<file path="config.mk">
export PLATFORM = sky130hd
export DESIGN_NAME = yapp_c_packet_deframer_core_flat
export DESIGN_NICKNAME = d
export VERILOG_FILES = /design/src/hw/rtl/ypd_pkg.sv /design/src/hw/rtl/ypd_in_if.sv /design/src/hw/rtl/ypd_out_if.sv /design/src/hw/rtl/ypd_in_reg.sv /design/src/hw/rtl/ypd_parse.sv /design/src/hw/rtl/ypd_out_reg.sv /design/src/hw/rtl/yapp_c_packet_deframer_core.sv /design/src/flat_wrapper.sv
export SDC_FILE = /design/constraint.sdc
export NUM_CORES = 1
export LEC_CHECK = 0
export BUFFER_PORTS_ARGS = -buffer_cell sky130_fd_sc_hd__buf_4
export CAP_MARGIN = 5
export CELL_PAD_IN_SITES_DETAIL_PLACEMENT = 1
export CELL_PAD_IN_SITES_GLOBAL_PLACEMENT = 1
export CORE_MARGIN = 2
export CORE_UTILIZATION = 51
export CTS_CLUSTER_DIAMETER = 100
export DETAILED_ROUTE_END_ITERATION = 7
export GPL_ROUTABILITY_DRIVEN = 0
export PLACE_DENSITY_LB_ADDON = 0.25
export RECOVER_POWER = 100
export SKIP_CTS_REPAIR_TIMING = 1
export SLEW_MARGIN = 20
export SYNTH_ARGS = -nofsm -noshare
export SYNTH_HDL_FRONTEND = slang
export SYNTH_SLANG_ARGS = --single-unit
</file>
<file path="constraint.sdc">
create_clock -name clk -period 5 [get_ports clk]
set_clock_uncertainty 0.1 [all_clocks]
set_input_delay 0.75 -clock clk [delete_from_list [all_inputs] [get_ports clk]]
set_output_delay 0.75 -clock clk [all_outputs]
set_load 0.01 [all_outputs]
</file>
<file path="src/hw/rtl/ypd_pkg.sv">
`timescale 1ns / 1ps

package ypd_pkg;

    localparam logic [7:0] TYPE_SOH = 8'd1;
    localparam logic [7:0] TYPE_STX = 8'd2;
    localparam logic [7:0] TYPE_ETX = 8'd3;
    localparam logic [7:0] TYPE_EOT = 8'd4;
    localparam logic [7:0] TYPE_ENQ = 8'd5;
    localparam logic [7:0] TYPE_ACK = 8'd6;
    localparam logic [7:0] TYPE_NAK = 8'd21;
    localparam logic [7:0] TYPE_CAN = 8'd24;

    // code 0 on a data block stands for a full block
    localparam int unsigned FULL_BLOCK = 256;

    typedef enum logic [1:0] {
        PH_TYPE = 2'd0,
        PH_CODE = 2'd1,
        PH_DATA = 2'd2,
        PH_SUM  = 2'd3
    } phase_t;

    typedef struct packed {
        logic [7:0] packet_type;
        logic [7:0] packet_code;
        logic [7:0] data_byte;
        logic       data_valid;
        logic       last;
        logic       checksum_ok;
        logic       bad_type;
    } result_t;

endpackage

</file>
<file path="src/hw/rtl/ypd_in_if.sv">
`timescale 1ns / 1ps

interface ypd_in_if;
    logic       valid;
    logic       ready;
    logic [7:0] in_byte;

    modport source (output valid, output in_byte, input ready);
    modport sink (input valid, input in_byte, output ready);
endinterface

</file>
<file path="src/hw/rtl/ypd_out_if.sv">
`timescale 1ns / 1ps

interface ypd_out_if;
    logic       valid;
    logic       ready;
    logic [7:0] packet_type;
    logic [7:0] packet_code;
    logic [7:0] data_byte;
    logic       data_valid;
    logic       last;
    logic       checksum_ok;
    logic       bad_type;

    modport source (
        output valid, output packet_type, output packet_code, output data_byte,
        output data_valid, output last, output checksum_ok, output bad_type,
        input ready
    );
    modport sink (
        input valid, input packet_type, input packet_code, input data_byte,
        input data_valid, input last, input checksum_ok, input bad_type,
        output ready
    );
endinterface

</file>
<file path="src/hw/rtl/ypd_in_reg.sv">
`timescale 1ns / 1ps

module ypd_in_reg (
    input  logic        clk,
    input  logic        rst_n,
    ypd_in_if.sink      in_ch,
    input  logic        out_free,
    output logic        step,
    output logic [7:0]  rx_byte
);

    logic       vld_reg;
    logic       vld_next;
    logic [7:0] byte_reg;
    logic       take;

    // the held byte moves on whenever the result register can take its result
    assign step         = vld_reg && out_free;
    assign in_ch.ready  = !vld_reg || out_free;
    assign take         = in_ch.valid && in_ch.ready;
    assign rx_byte      = byte_reg;

    always_comb
    begin
        vld_next = vld_reg;
        if (take)
        begin
            vld_next = 1'b1;
        end
        else if (step)
        begin
            vld_next = 1'b0;
        end
    end

    always_ff @(posedge clk or negedge rst_n)
    begin
        if (!rst_n)
        begin
            vld_reg <= 1'b0;
        end
        else
        begin
            vld_reg <= vld_next;
        end
    end

    always_ff @(posedge clk)
    begin
        if (take)
        begin
            byte_reg <= in_ch.in_byte;
        end
    end

endmodule

</file>
<file path="src/hw/rtl/ypd_parse.sv">
`timescale 1ns / 1ps

module ypd_parse #(
    parameter int unsigned MAX_BLOCK = 256
) (
    input  logic             clk,
    input  logic             rst_n,
    input  logic             step,
    input  logic [7:0]       rx_byte,
    output logic             res_valid,
    output ypd_pkg::result_t res
);

    // counter must hold a full data block and any header/NAK/cancel length
    localparam int unsigned BLK_W = $clog2(MAX_BLOCK + 1);
    localparam int unsigned CNT_W = (BLK_W > 8) ? BLK_W : 8;

    ypd_pkg::phase_t phase_reg;
    ypd_pkg::phase_t phase_next;
    logic [7:0]      type_reg;
    logic [7:0]      type_next;
    logic [7:0]      code_reg;
    logic [7:0]      code_next;
    logic [CNT_W-1:0] left_reg;
    logic [CNT_W-1:0] left_next;
    logic [7:0]      sum_reg;
    logic [7:0]      sum_next;

    logic [8:0]       blk_len;
    logic             oversize;
    logic             is_stx;
    logic             is_var;
    logic             is_short;
    logic [CNT_W-1:0] left_dec;
    logic             left_done;

    assign is_stx   = (type_reg == ypd_pkg::TYPE_STX);
    assign is_var   = (type_reg == ypd_pkg::TYPE_SOH) || (type_reg == ypd_pkg::TYPE_NAK)
                   || (type_reg == ypd_pkg::TYPE_CAN);
    assign is_short = (type_reg == ypd_pkg::TYPE_ACK) || (type_reg == ypd_pkg::TYPE_ENQ)
                   || (type_reg == ypd_pkg::TYPE_ETX) || (type_reg == ypd_pkg::TYPE_EOT);
    assign blk_len  = (rx_byte == 8'd0) ? 9'(ypd_pkg::FULL_BLOCK) : {1'b0, rx_byte};
    assign oversize = ({23'd0, blk_len} > 32'(MAX_BLOCK));
    assign left_dec = (left_reg != '0) ? (left_reg - CNT_W'(1)) : left_reg;
    assign left_done = (left_dec == '0);

    // next phase
    always_comb
    begin
        phase_next = phase_reg;
        if (step)
        begin
            case (phase_reg)
                ypd_pkg::PH_TYPE:
                begin
                    phase_next = ypd_pkg::PH_CODE;
                end
                ypd_pkg::PH_CODE:
                begin
                    if ((is_stx && !oversize) || (is_var && rx_byte != 8'd0))
                    begin
                        phase_next = ypd_pkg::PH_DATA;
                    end
                    else
                    begin
                        phase_next = ypd_pkg::PH_TYPE;
                    end
                end
                ypd_pkg::PH_DATA:
                begin
                    if (left_done)
                    begin
                        phase_next = is_stx ? ypd_pkg::PH_SUM : ypd_pkg::PH_TYPE;
                    end
                end
                default:
                begin
                    phase_next = ypd_pkg::PH_TYPE;
                end
            endcase
        end
    end

    // packet register next values and the combinational result
    always_comb
    begin
        type_next       = type_reg;
        code_next       = code_reg;
        left_next       = left_reg;
        sum_next        = sum_reg;
        res_valid       = 1'b0;
        res.packet_type = type_reg;
        res.packet_code = code_reg;
        res.data_byte   = 8'd0;
        res.data_valid  = 1'b0;
        res.last        = 1'b0;
        res.checksum_ok = 1'b0;
        res.bad_type    = 1'b0;
        case (phase_reg)
            ypd_pkg::PH_TYPE:
            begin
                if (step)
                begin
                    type_next = rx_byte;
                end
            end
            ypd_pkg::PH_CODE:
            begin
                res.packet_code = rx_byte;
                if (step)
                begin
                    code_next = rx_byte;
                end
                if (is_stx && !oversize)
                begin
                    if (step)
                    begin
                        left_next = CNT_W'(blk_len);
                        sum_next  = 8'd0;
                    end
                end
                else if (is_var && rx_byte != 8'd0)
                begin
                    if (step)
                    begin
                        left_next = CNT_W'(rx_byte);
                    end
                end
                else if ((is_var || is_short) && !is_stx)
                begin
                    res_valid       = step;
                    res.last        = 1'b1;
                    res.checksum_ok = 1'b1;
                end
                else
                begin
                    // unknown type or oversized block: flag and drop
                    res_valid    = step;
                    res.bad_type = 1'b1;
                end
            end
            ypd_pkg::PH_DATA:
            begin
                res_valid      = step;
                res.data_byte  = rx_byte;
                res.data_valid = 1'b1;
                if (step)
                begin
                    left_next = left_dec;
                    if (is_stx)
                    begin
                        sum_next = sum_reg + rx_byte;
                    end
                end
                if (!is_stx && left_done)
                begin
                    res.last        = 1'b1;
                    res.checksum_ok = 1'b1;
                end
            end
            default:
            begin
                res_valid       = step;
                res.last        = 1'b1;
                res.checksum_ok = (rx_byte == sum_reg);
            end
        endcase
    end

    always_ff @(posedge clk or negedge rst_n)
    begin
        if (!rst_n)
        begin
            phase_reg <= ypd_pkg::PH_TYPE;
            type_reg  <= 8'd0;
            code_reg  <= 8'd0;
            left_reg  <= '0;
            sum_reg   <= 8'd0;
        end
        else
        begin
            phase_reg <= phase_next;
            type_reg  <= type_next;
            code_reg  <= code_next;
            left_reg  <= left_next;
            sum_reg   <= sum_next;
        end
    end

`ifndef ASSERT_OFF
    a_type_silent: assert property (@(posedge clk) disable iff (!rst_n)
        (phase_reg == ypd_pkg::PH_TYPE) |-> !res_valid)
        else $error("result raised on a type byte");

    // the checksum phase may be held while the output stalls
    a_sum_after_data: assert property (@(posedge clk) disable iff (!rst_n)
        (phase_reg == ypd_pkg::PH_SUM) |->
        (($past(phase_reg) == ypd_pkg::PH_DATA) || ($past(phase_reg) == ypd_pkg::PH_SUM))
        && (type_reg == ypd_pkg::TYPE_STX))
        else $error("checksum phase not entered from a data block");

    a_bad_clean: assert property (@(posedge clk) disable iff (!rst_n)
        (res_valid && res.bad_type) |=> (phase_reg == ypd_pkg::PH_TYPE))
        else $error("dropped packet did not return to type byte");

    a_data_counts: assert property (@(posedge clk) disable iff (!rst_n)
        (phase_reg == ypd_pkg::PH_DATA) |-> (left_reg != '0))
        else $error("data phase with no bytes left");
`endif

endmodule

</file>
<file path="src/hw/rtl/ypd_out_reg.sv">
`timescale 1ns / 1ps

module ypd_out_reg (
    input  logic             clk,
    input  logic             rst_n,
    input  logic             res_valid,
    input  ypd_pkg::result_t res,
    output logic             out_free,
    ypd_out_if.source        out_ch
);

    logic             vld_reg;
    logic             vld_next;
    ypd_pkg::result_t res_reg;

    assign out_free = !vld_reg || out_ch.ready;

    always_comb
    begin
        vld_next = vld_reg;
        if (res_valid)
        begin
            vld_next = 1'b1;
        end
        else if (out_ch.ready)
        begin
            vld_next = 1'b0;
        end
    end

    always_ff @(posedge clk or negedge rst_n)
    begin
        if (!rst_n)
        begin
            vld_reg <= 1'b0;
        end
        else
        begin
            vld_reg <= vld_next;
        end
    end

    always_ff @(posedge clk)
    begin
        if (res_valid)
        begin
            res_reg <= res;
        end
    end

    assign out_ch.valid       = vld_reg;
    assign out_ch.packet_type = res_reg.packet_type;
    assign out_ch.packet_code = res_reg.packet_code;
    assign out_ch.data_byte   = res_reg.data_byte;
    assign out_ch.data_valid  = res_reg.data_valid;
    assign out_ch.last        = res_reg.last;
    assign out_ch.checksum_ok = res_reg.checksum_ok;
    assign out_ch.bad_type    = res_reg.bad_type;

endmodule

</file>
<file path="src/hw/rtl/yapp_c_packet_deframer_core.sv">
`timescale 1ns / 1ps

// Packet deframer for a YAPP-C byte stream.
// in_ch carries one received link byte per beat. out_ch carries at most one
// result beat per input byte: payload bytes as they arrive, a closing beat with
// last set (checksum_ok checks the block sum, or is 1 with no sum), or a
// bad_type beat on the code byte of an unknown or oversized packet. Type bytes
// give no beat. A byte passes two register stages, byte register then result
// register, before its result shows on out_ch.
// Throughput: one byte per cycle while out_ch is ready; the phase/count/sum
// update is a single pass of logic between the byte and result registers.
// Reset: both stages empty, parser waits for a type byte, counters cleared.
// When the receiver stalls, the result register holds its beat, the byte
// register keeps the next byte and in_ch.ready drops once both are full;
// ready on in_ch follows ready on out_ch combinationally when both are full.
// MAX_BLOCK (1..256) is the largest data block taken; longer ones are dropped.

module yapp_c_packet_deframer_core #(
    parameter int unsigned MAX_BLOCK = 256
) (
    input  logic       clk,
    input  logic       rst_n,
    ypd_in_if.sink     in_ch,
    ypd_out_if.source  out_ch
);

    logic             out_free;
    logic             step;
    logic [7:0]       rx_byte;
    logic             res_valid;
    ypd_pkg::result_t res;

    ypd_in_reg u_in_reg (
        .clk      (clk),
        .rst_n    (rst_n),
        .in_ch    (in_ch),
        .out_free (out_free),
        .step     (step),
        .rx_byte  (rx_byte)
    );

    ypd_parse #(
        .MAX_BLOCK (MAX_BLOCK)
    ) u_parse (
        .clk       (clk),
        .rst_n     (rst_n),
        .step      (step),
        .rx_byte   (rx_byte),
        .res_valid (res_valid),
        .res       (res)
    );

    ypd_out_reg u_out_reg (
        .clk       (clk),
        .rst_n     (rst_n),
        .res_valid (res_valid),
        .res       (res),
        .out_free  (out_free),
        .out_ch    (out_ch)
    );

`ifndef ASSERT_OFF
    a_stall_only_full: assert property (@(posedge clk) disable iff (!rst_n)
        !in_ch.ready |-> (out_ch.valid && !out_ch.ready))
        else $error("input stalled with room in the result register");

    a_result_lands: assert property (@(posedge clk) disable iff (!rst_n)
        res_valid |=> out_ch.valid)
        else $error("result beat lost");

    a_no_overwrite: assert property (@(posedge clk) disable iff (!rst_n)
        (out_ch.valid && !out_ch.ready) |-> !res_valid)
        else $error("result register overwritten while stalled");
`endif

endmodule
</file>
<file path="src/flat_wrapper.sv">
// flat-port wrapper written by rule: the top's interface ports become plain ports
module yapp_c_packet_deframer_core_flat 
#(
    parameter int unsigned MAX_BLOCK = 256
)
  (clk, rst_n, in_ch_valid, in_ch_in_byte, in_ch_ready, out_ch_valid, out_ch_packet_type, out_ch_packet_code, out_ch_data_byte, out_ch_data_valid, out_ch_last, out_ch_checksum_ok, out_ch_bad_type, out_ch_ready);
  ypd_in_if in_ch_i ();
  ypd_out_if out_ch_i ();
  input  logic clk;
  input  logic rst_n;
  input wire logic [$bits(in_ch_i.valid)-1:0] in_ch_valid;
  input wire logic [$bits(in_ch_i.in_byte)-1:0] in_ch_in_byte;
  output wire logic [$bits(in_ch_i.ready)-1:0] in_ch_ready;
  output wire logic [$bits(out_ch_i.valid)-1:0] out_ch_valid;
  output wire logic [$bits(out_ch_i.packet_type)-1:0] out_ch_packet_type;
  output wire logic [$bits(out_ch_i.packet_code)-1:0] out_ch_packet_code;
  output wire logic [$bits(out_ch_i.data_byte)-1:0] out_ch_data_byte;
  output wire logic [$bits(out_ch_i.data_valid)-1:0] out_ch_data_valid;
  output wire logic [$bits(out_ch_i.last)-1:0] out_ch_last;
  output wire logic [$bits(out_ch_i.checksum_ok)-1:0] out_ch_checksum_ok;
  output wire logic [$bits(out_ch_i.bad_type)-1:0] out_ch_bad_type;
  input wire logic [$bits(out_ch_i.ready)-1:0] out_ch_ready;
  assign in_ch_i.valid = in_ch_valid;
  assign in_ch_i.in_byte = in_ch_in_byte;
  assign in_ch_ready = in_ch_i.ready;
  assign out_ch_valid = out_ch_i.valid;
  assign out_ch_packet_type = out_ch_i.packet_type;
  assign out_ch_packet_code = out_ch_i.packet_code;
  assign out_ch_data_byte = out_ch_i.data_byte;
  assign out_ch_data_valid = out_ch_i.data_valid;
  assign out_ch_last = out_ch_i.last;
  assign out_ch_checksum_ok = out_ch_i.checksum_ok;
  assign out_ch_bad_type = out_ch_i.bad_type;
  assign out_ch_i.ready = out_ch_ready;
  yapp_c_packet_deframer_core #(.MAX_BLOCK(MAX_BLOCK)) u_core (.clk(clk), .rst_n(rst_n), .in_ch(in_ch_i), .out_ch(out_ch_i));
endmodule
</file>
Word-level counts from Yosys, hierarchy flattened
Index checks and enable logic that the tools add are counted.

word-level totals
  register bits after elaboration = 73
  input bits = 12
  output and inout port bits = 30
  logic and storage cells = 103

cells by class
  add/subtract/negate cells = 2
  order comparisons = 1
  equal/unequal tests = 19
  multiplexer cells = 32
  bitwise operators = 1
  reduce and logical (&&, ||, !) cells = 33

operators by type and width
  cell                                                                number
  9-bit 2-to-1 mux                                                    7
  8-bit 2-to-1 mux                                                    5
  8-bit by 3-bit == test with 1-bit output, second input constant     3
  9-bit case mux with 2 select lines                                  1
  8-bit by 2-bit == test with 1-bit output, second input constant     2
  8-bit by 5-bit == test with 1-bit output, second input constant     2
  8-bit case mux with 2 select lines                                  1
  2-bit case mux with 3 select lines                                  2
  2-bit 2-to-1 mux                                                    5
  2-bit != test, second input constant                                5
  5-bit AND reduction                                                 2
  9-bit > comparator, second input constant                           1
  9-bit logical NOT                                                   1
  1-bit logical OR                                                    9
  3-bit != test, second input constant                                3
  9-bit nonzero test                                                  1
  9-bit by 1-bit subtractor with 9-bit output, second input constant  1
  8-bit adder                                                         1
  8-bit by 1-bit == test with 1-bit output, second input constant     1
  8-bit == test                                                       1
  8-bit logical NOT                                                   1
  1-bit 2-to-1 mux                                                    8
  8-bit nonzero test                                                  1
  1-bit logical AND                                                   6
  other kinds (10)                                                    18

Longest topological paths before layout
  depth after elaboration = 10
  gate-level depth with buffers = 9

Hierarchy
From an unflattened synthesis, not the netlist that was laid out.

second synthesis, totals
  cell total of the unflattened synthesis = 326
  area total of the unflattened synthesis = 3,742.3 µm²

modules (own cells, without submodules)
  module       instances  cells an instance  area each (µm²)  seq. area each (µm²)
  ypd_parse    1          282                2,553.7          875.8
  ypd_out_reg  1          31                 888.4            865.8
  ypd_in_reg   1          13                 300.3            265.3

Least setup slack after synthesis
OpenSTA, ideal clock, no wires.

  path type = reg2reg
  from = register u_core.u_parse.phase_reg[1]
  to = register u_core.u_out_reg.res_reg (netlist bit u_core.u_out_reg.out_ch.bad_type) (enable)
  library setup time = 0.413 ns
  arrival time = 2.621 ns
  data required time = 4.487 ns
  setup slack = 1.866 ns
  stages on the path, launching flop included = 7
  path buffers = 2
  period minus slack after synthesis = 3.134 ns
  path through = dfrtp_1 inv_1 ha_1 clkbuf_1 clkbuf_1 mux2i_1 nor2_1

between the ends
  word-level cells in the longest chain between the ends = 2
  elaborated cells between the ends (all ways) = 3
  those cells by class = eq/ne (1); mux (1); reduce/logical (1)

RTL lines
  what                                                                           RTL line                           source
  from (decl)                                                                    ypd_parse.sv:18                    ypd_pkg::phase_t phase_reg;
  from (signal assigned)                                                         ypd_parse.sv:174                   phase_reg <= ypd_pkg::PH_TYPE;
  from (signal assigned)                                                         ypd_parse.sv:182                   phase_reg <= phase_next;
  2-bit by 1-bit == test with 1-bit output or 2-bit logical NOT (tied branches)  ypd_parse.sv:99                    case (phase_reg)
  1-bit case mux with 2 select lines (*)                                         ypd_parse.sv:99
  via u_core.res_valid                                                           yapp_c_packet_deframer_core.sv:30  logic res_valid;
  to (signal assigned)                                                           ypd_out_reg.sv:47                  res_reg <= res;
  to (decl)                                                                      ypd_out_reg.sv:14                  ypd_pkg::result_t res_reg;

The timed path passes the listed nets; every way through them passes the cells marked *.
A chain may end at the register's enable or synchronous reset.

Worst setup path in the final report
  from = register u_core.u_in_reg.byte_reg[1] (netlist: u_core.u_in_reg.rx_byte[1])
  to = register u_core.u_out_reg.res_reg (netlist bit u_core.u_out_reg.out_ch.data_byte[2]) (enable)

between the ends
  word-level cells in the longest chain between the ends = 7
  elaborated cells between the ends (all ways) = 10
  those cells by class = order compare (1); mux (4); reduce/logical (5)

RTL lines
  what                                    RTL line                           source
  from (decl)                             ypd_in_reg.sv:14                   logic [7:0] byte_reg;
  from (signal assigned)                  ypd_in_reg.sv:52                   byte_reg <= in_ch.in_byte;
  8-bit logical NOT                       ypd_parse.sv:42                    assign blk_len = (rx_byte == 8'd0) ? 9'(ypd_pkg::FULL_BLOCK) : {1'b0, rx_byte};
  9-bit 2-to-1 mux                        ypd_parse.sv:42
  9-bit > comparator                      ypd_parse.sv:43                    assign oversize = ({23'd0, blk_len} > 32'(MAX_BLOCK));
  1-bit logical NOT                       ypd_parse.sv:114                   if (is_stx && !oversize)
  1-bit logical AND                       ypd_parse.sv:114
  1-bit 2-to-1 mux (*)                    ypd_parse.sv:114
  1-bit case mux with 2 select lines (*)  ypd_parse.sv:99
  via u_core.res_valid                    yapp_c_packet_deframer_core.sv:30

Marked as above.

==> results.py <==
metrics = {
    "route": {
        "drc": 0,
        "wl_per_cell_um": 21.8,
        "first_pass_iters": 4,
        "drt_iter0_markers": 188,
        "dr_total_vias": 2847,
        "drt-total-wl_um": 10200,
        "antenna_left": 0,
        "vias_per_cell": 6.08,
    },
    "die": {
        "core_area_um2": 7180,
        "rows": 31,
        "die_h_um": 89.8,
        "die_w_um": 89.8,
        "ios": 42,
        "fp.dieArea_um2": 8060,
        "start_util_pct": 52.3,
    },
    "final_layout": {
        "fin_nets": 389,
        "drive_above_1_share_pct": 16.0,
        "multi_input_area_um2": 1630,
        "ff_latch_area_um2": 2010,
        "area_growth_pct": 12.3,
        "largest_reg_flops": 9,
        "fillCellCount": 783,
        "diodes": 0,
    },
    "synth": {
        "synth-xor-area-share_pct": 1.87,
        "synth_fa_ha_area_share_pct": 4.54,
        "synth_nets": 345,
        "synth.ff_latch_count": 73,
        "synth_top_area_share_pct": 28.8,
        "ys_top_cells_by_count": "37 x dfrtp_1, 36 x edfxtp_1, 31 x nand2_1",
        "yosys_warnings": 0,
        "synthTopCellsByArea": "edfxtp_1 29%, dfrtp_1 25%, mux2_2 6.9%",
        "synth-main-ff-cell": "dfrtp_1",
        "synth_top_area_cell": "edfxtp_1",
        "synth-compound-area-share_pct": 11.8,
        "synth_edf_count": 36,
        "synth_top_family_by_area": "simple AND/OR/NAND/NOR gates",
        "ys_types": 64,
        "ys_seq_area_share_pct": 53.5,
        "asyncSetResetFlopFracSynth_pct": 50.7,
        "netlist_instances": 320,
        "synth_area_um2": 3750,
        "synth.area.mux_share_pct": 8.11,
        "post-synth-top-count-cell": "dfrtp_1",
        "avgSynthCellArea_um2": 11.7,
        "yosys.area_share.simple_pct": 17.8,
    },
    "sta": {
        "fin_crit_sh_pct": 75.8,
        "tightest_slew_ns": 2.13,
        "fmax_mhz": 264,
        "finalSetupViolCount": 0,
        "hold_violations": 0,
        "rsz0062_at_grt": "no",
        "holdWs_ns": 0.406,
        "slew-limit-headroom_pct": -41.8,
        "maxSlewViolCount": 38,
        "finalSetupTns_ns": 0,
        "min_period_ns": 3.79,
    },
    "global_route": {
        "groute.layer.met1.usage_pct": 32.7,
        "antenna_found_initial": 0,
        "gr-total-overflow": 0,
        "grt_pass1_wl_um": 16400,
        "grt_pass1_vias": 3053,
        "grt.busiest_layer": "met2",
        "use_met3_pct": 4.61,
        "use_met2_pct": 46.2,
        "grt_max_degree": 38,
        "grt_usage_pct": 26.5,
    },
    "critical_path": {
        "crit_start": "u_core.u_in_reg.rx_byte[1]",
        "reg2reg_from": "u_core.u_in_reg.rx_byte[1]",
        "crit_path_end_kind": "flip-flop",
        "cp-start-kind": "flip-flop",
        "criticalPathCategory": "reg -> reg",
        "critical_path_peak_fanout": 17,
        "critPathArrivalTime_ns": 3.66,
        "cp.required_ns": 4.87,
    },
    "run": {
        "drv_cap": 1,
    },
    "clock_network": {
        "htree_levels": 3,
        "clkSinkCount": 73,
        "cts_made_buffers": 9,
        "root_buffer": "clkbuf_8",
        "clockBufferDepth": 2,
        "cts_tree": "done",
        "cts.reportedPaths.clkPinSlew_ns": 0.08,
        "clk_latency_ns": 0.35,
    },
    "outcome": {
        "status": "complete, but fails checks",
        "violations": "capacitance limit, slew limit",
    },
    "place": {
        "dpl.hpwl_um": 7020,
        "portBuffers": 41,
    },
    "power": {
        "power.density_nw_per_um2": 573,
        "vdd_drop_max_v": 0.000330,
        "p_leak_nw": 1.64,
    },
    "min_path": {
        "hold_path.startpoint": "u_core.u_parse.sum_reg[6]",
        "hold_path_class": "reg -> reg",
    },
}
metal layers:
metal  vias to the layer above  wire (um)
met3                        23        437
li1                       1290          -
met1                      1448       4190
met5                         -          0
met2                        86       5280
met4                         0        271
cells by family (layout without fill, tap and decap cells):
| group | count (synthesis) | in the layout |
|---|---|---|
| and+or+nand+nor | 115 | 115 |
| AOI/OAI and AO/OA | 64 | 64 |
| muxes | 27 | 27 |
| DFF | 73 | 73 |
| buffers and inverters | 20 | 69 |
| xor gates and xnor gates | 8 | 8 |
| adders and majority gates | 13 | 13 |
path summary, 6_finish.rpt:
kind,cells after the start,slack (ns),endpoint
max,6,1.21,u_core.u_out_reg.out_ch.data_byte[2]
min,2,0.41,u_core.u_parse.sum_reg[6]
max reg2reg,6,1.21,u_core.u_out_reg.out_ch.data_byte[2]
min reg2reg,2,0.41,u_core.u_parse.sum_reg[6]
max in group asynchronous,1,2.67,u_core.u_parse.sum_reg[3]
min in group asynchronous,1,0.91,u_core.u_parse.left_reg[5]
where the power goes:
| group | total [mW] | internal (mW) | switching, mW |
|---|---|---|---|
| sequential | 1.08 | 0.878 | 0.199 |
| combinational | 0.820 | 0.341 | 0.480 |
| clock | 0.515 | 0.284 | 0.231 |
| total | 2.41 | 1.50 | 0.910 |
cells in the final DEF, fill, tap and decap left out, drive strengths merged, types with 6 or more instances in the layout:
cell type / count
a21oi: 15
dfrtp: 37
inv: 11
ha: 12
o21ai: 19
nand3: 11
mux2: 24
nor3: 9
nor2: 19
nand2: 31
edfxtp: 36
clkbuf: 51
and2: 9
nor4: 6
worst max-delay path, stage by stage, from the launching register on:
cell	delay, ns
edfxtp_1	0.58
nor4_1	0.41
a211oi_1	0.13
a21oi_1	0.44
mux2i_1	0.19
nor2_1	0.74
clkbuf_1	0.80
metrics by stage:
stage	instance area, um^2	utilization (%)	setup slack (ns)	std cells	power (mW)
2_1_floorplan	3750	-	1.87	320	1.64
3_3_place_gp	4140	57.8	2.09	452	1.93
3_5_place_dp	4140	57.8	1.99	452	1.98
4_1_cts	4360	60.8	1.95	468	2.51
5_1_grt	4210	58.7	0.824	468	2.55
6_report	4210	58.7	1.21	468	2.41
final cells by class:
class                           instances  share of cell area, %
Sequential cell                        73                   47.7
Tap cell                               99                   2.94
Inverter                               11                  0.980
Multi-Input combinational cell        227                   38.6
Clock buffer                           10                   3.03
Clock inverter                          6                   2.17
Timing Repair Buffer                   42                   4.63
(Power assumes the default switching activity.)
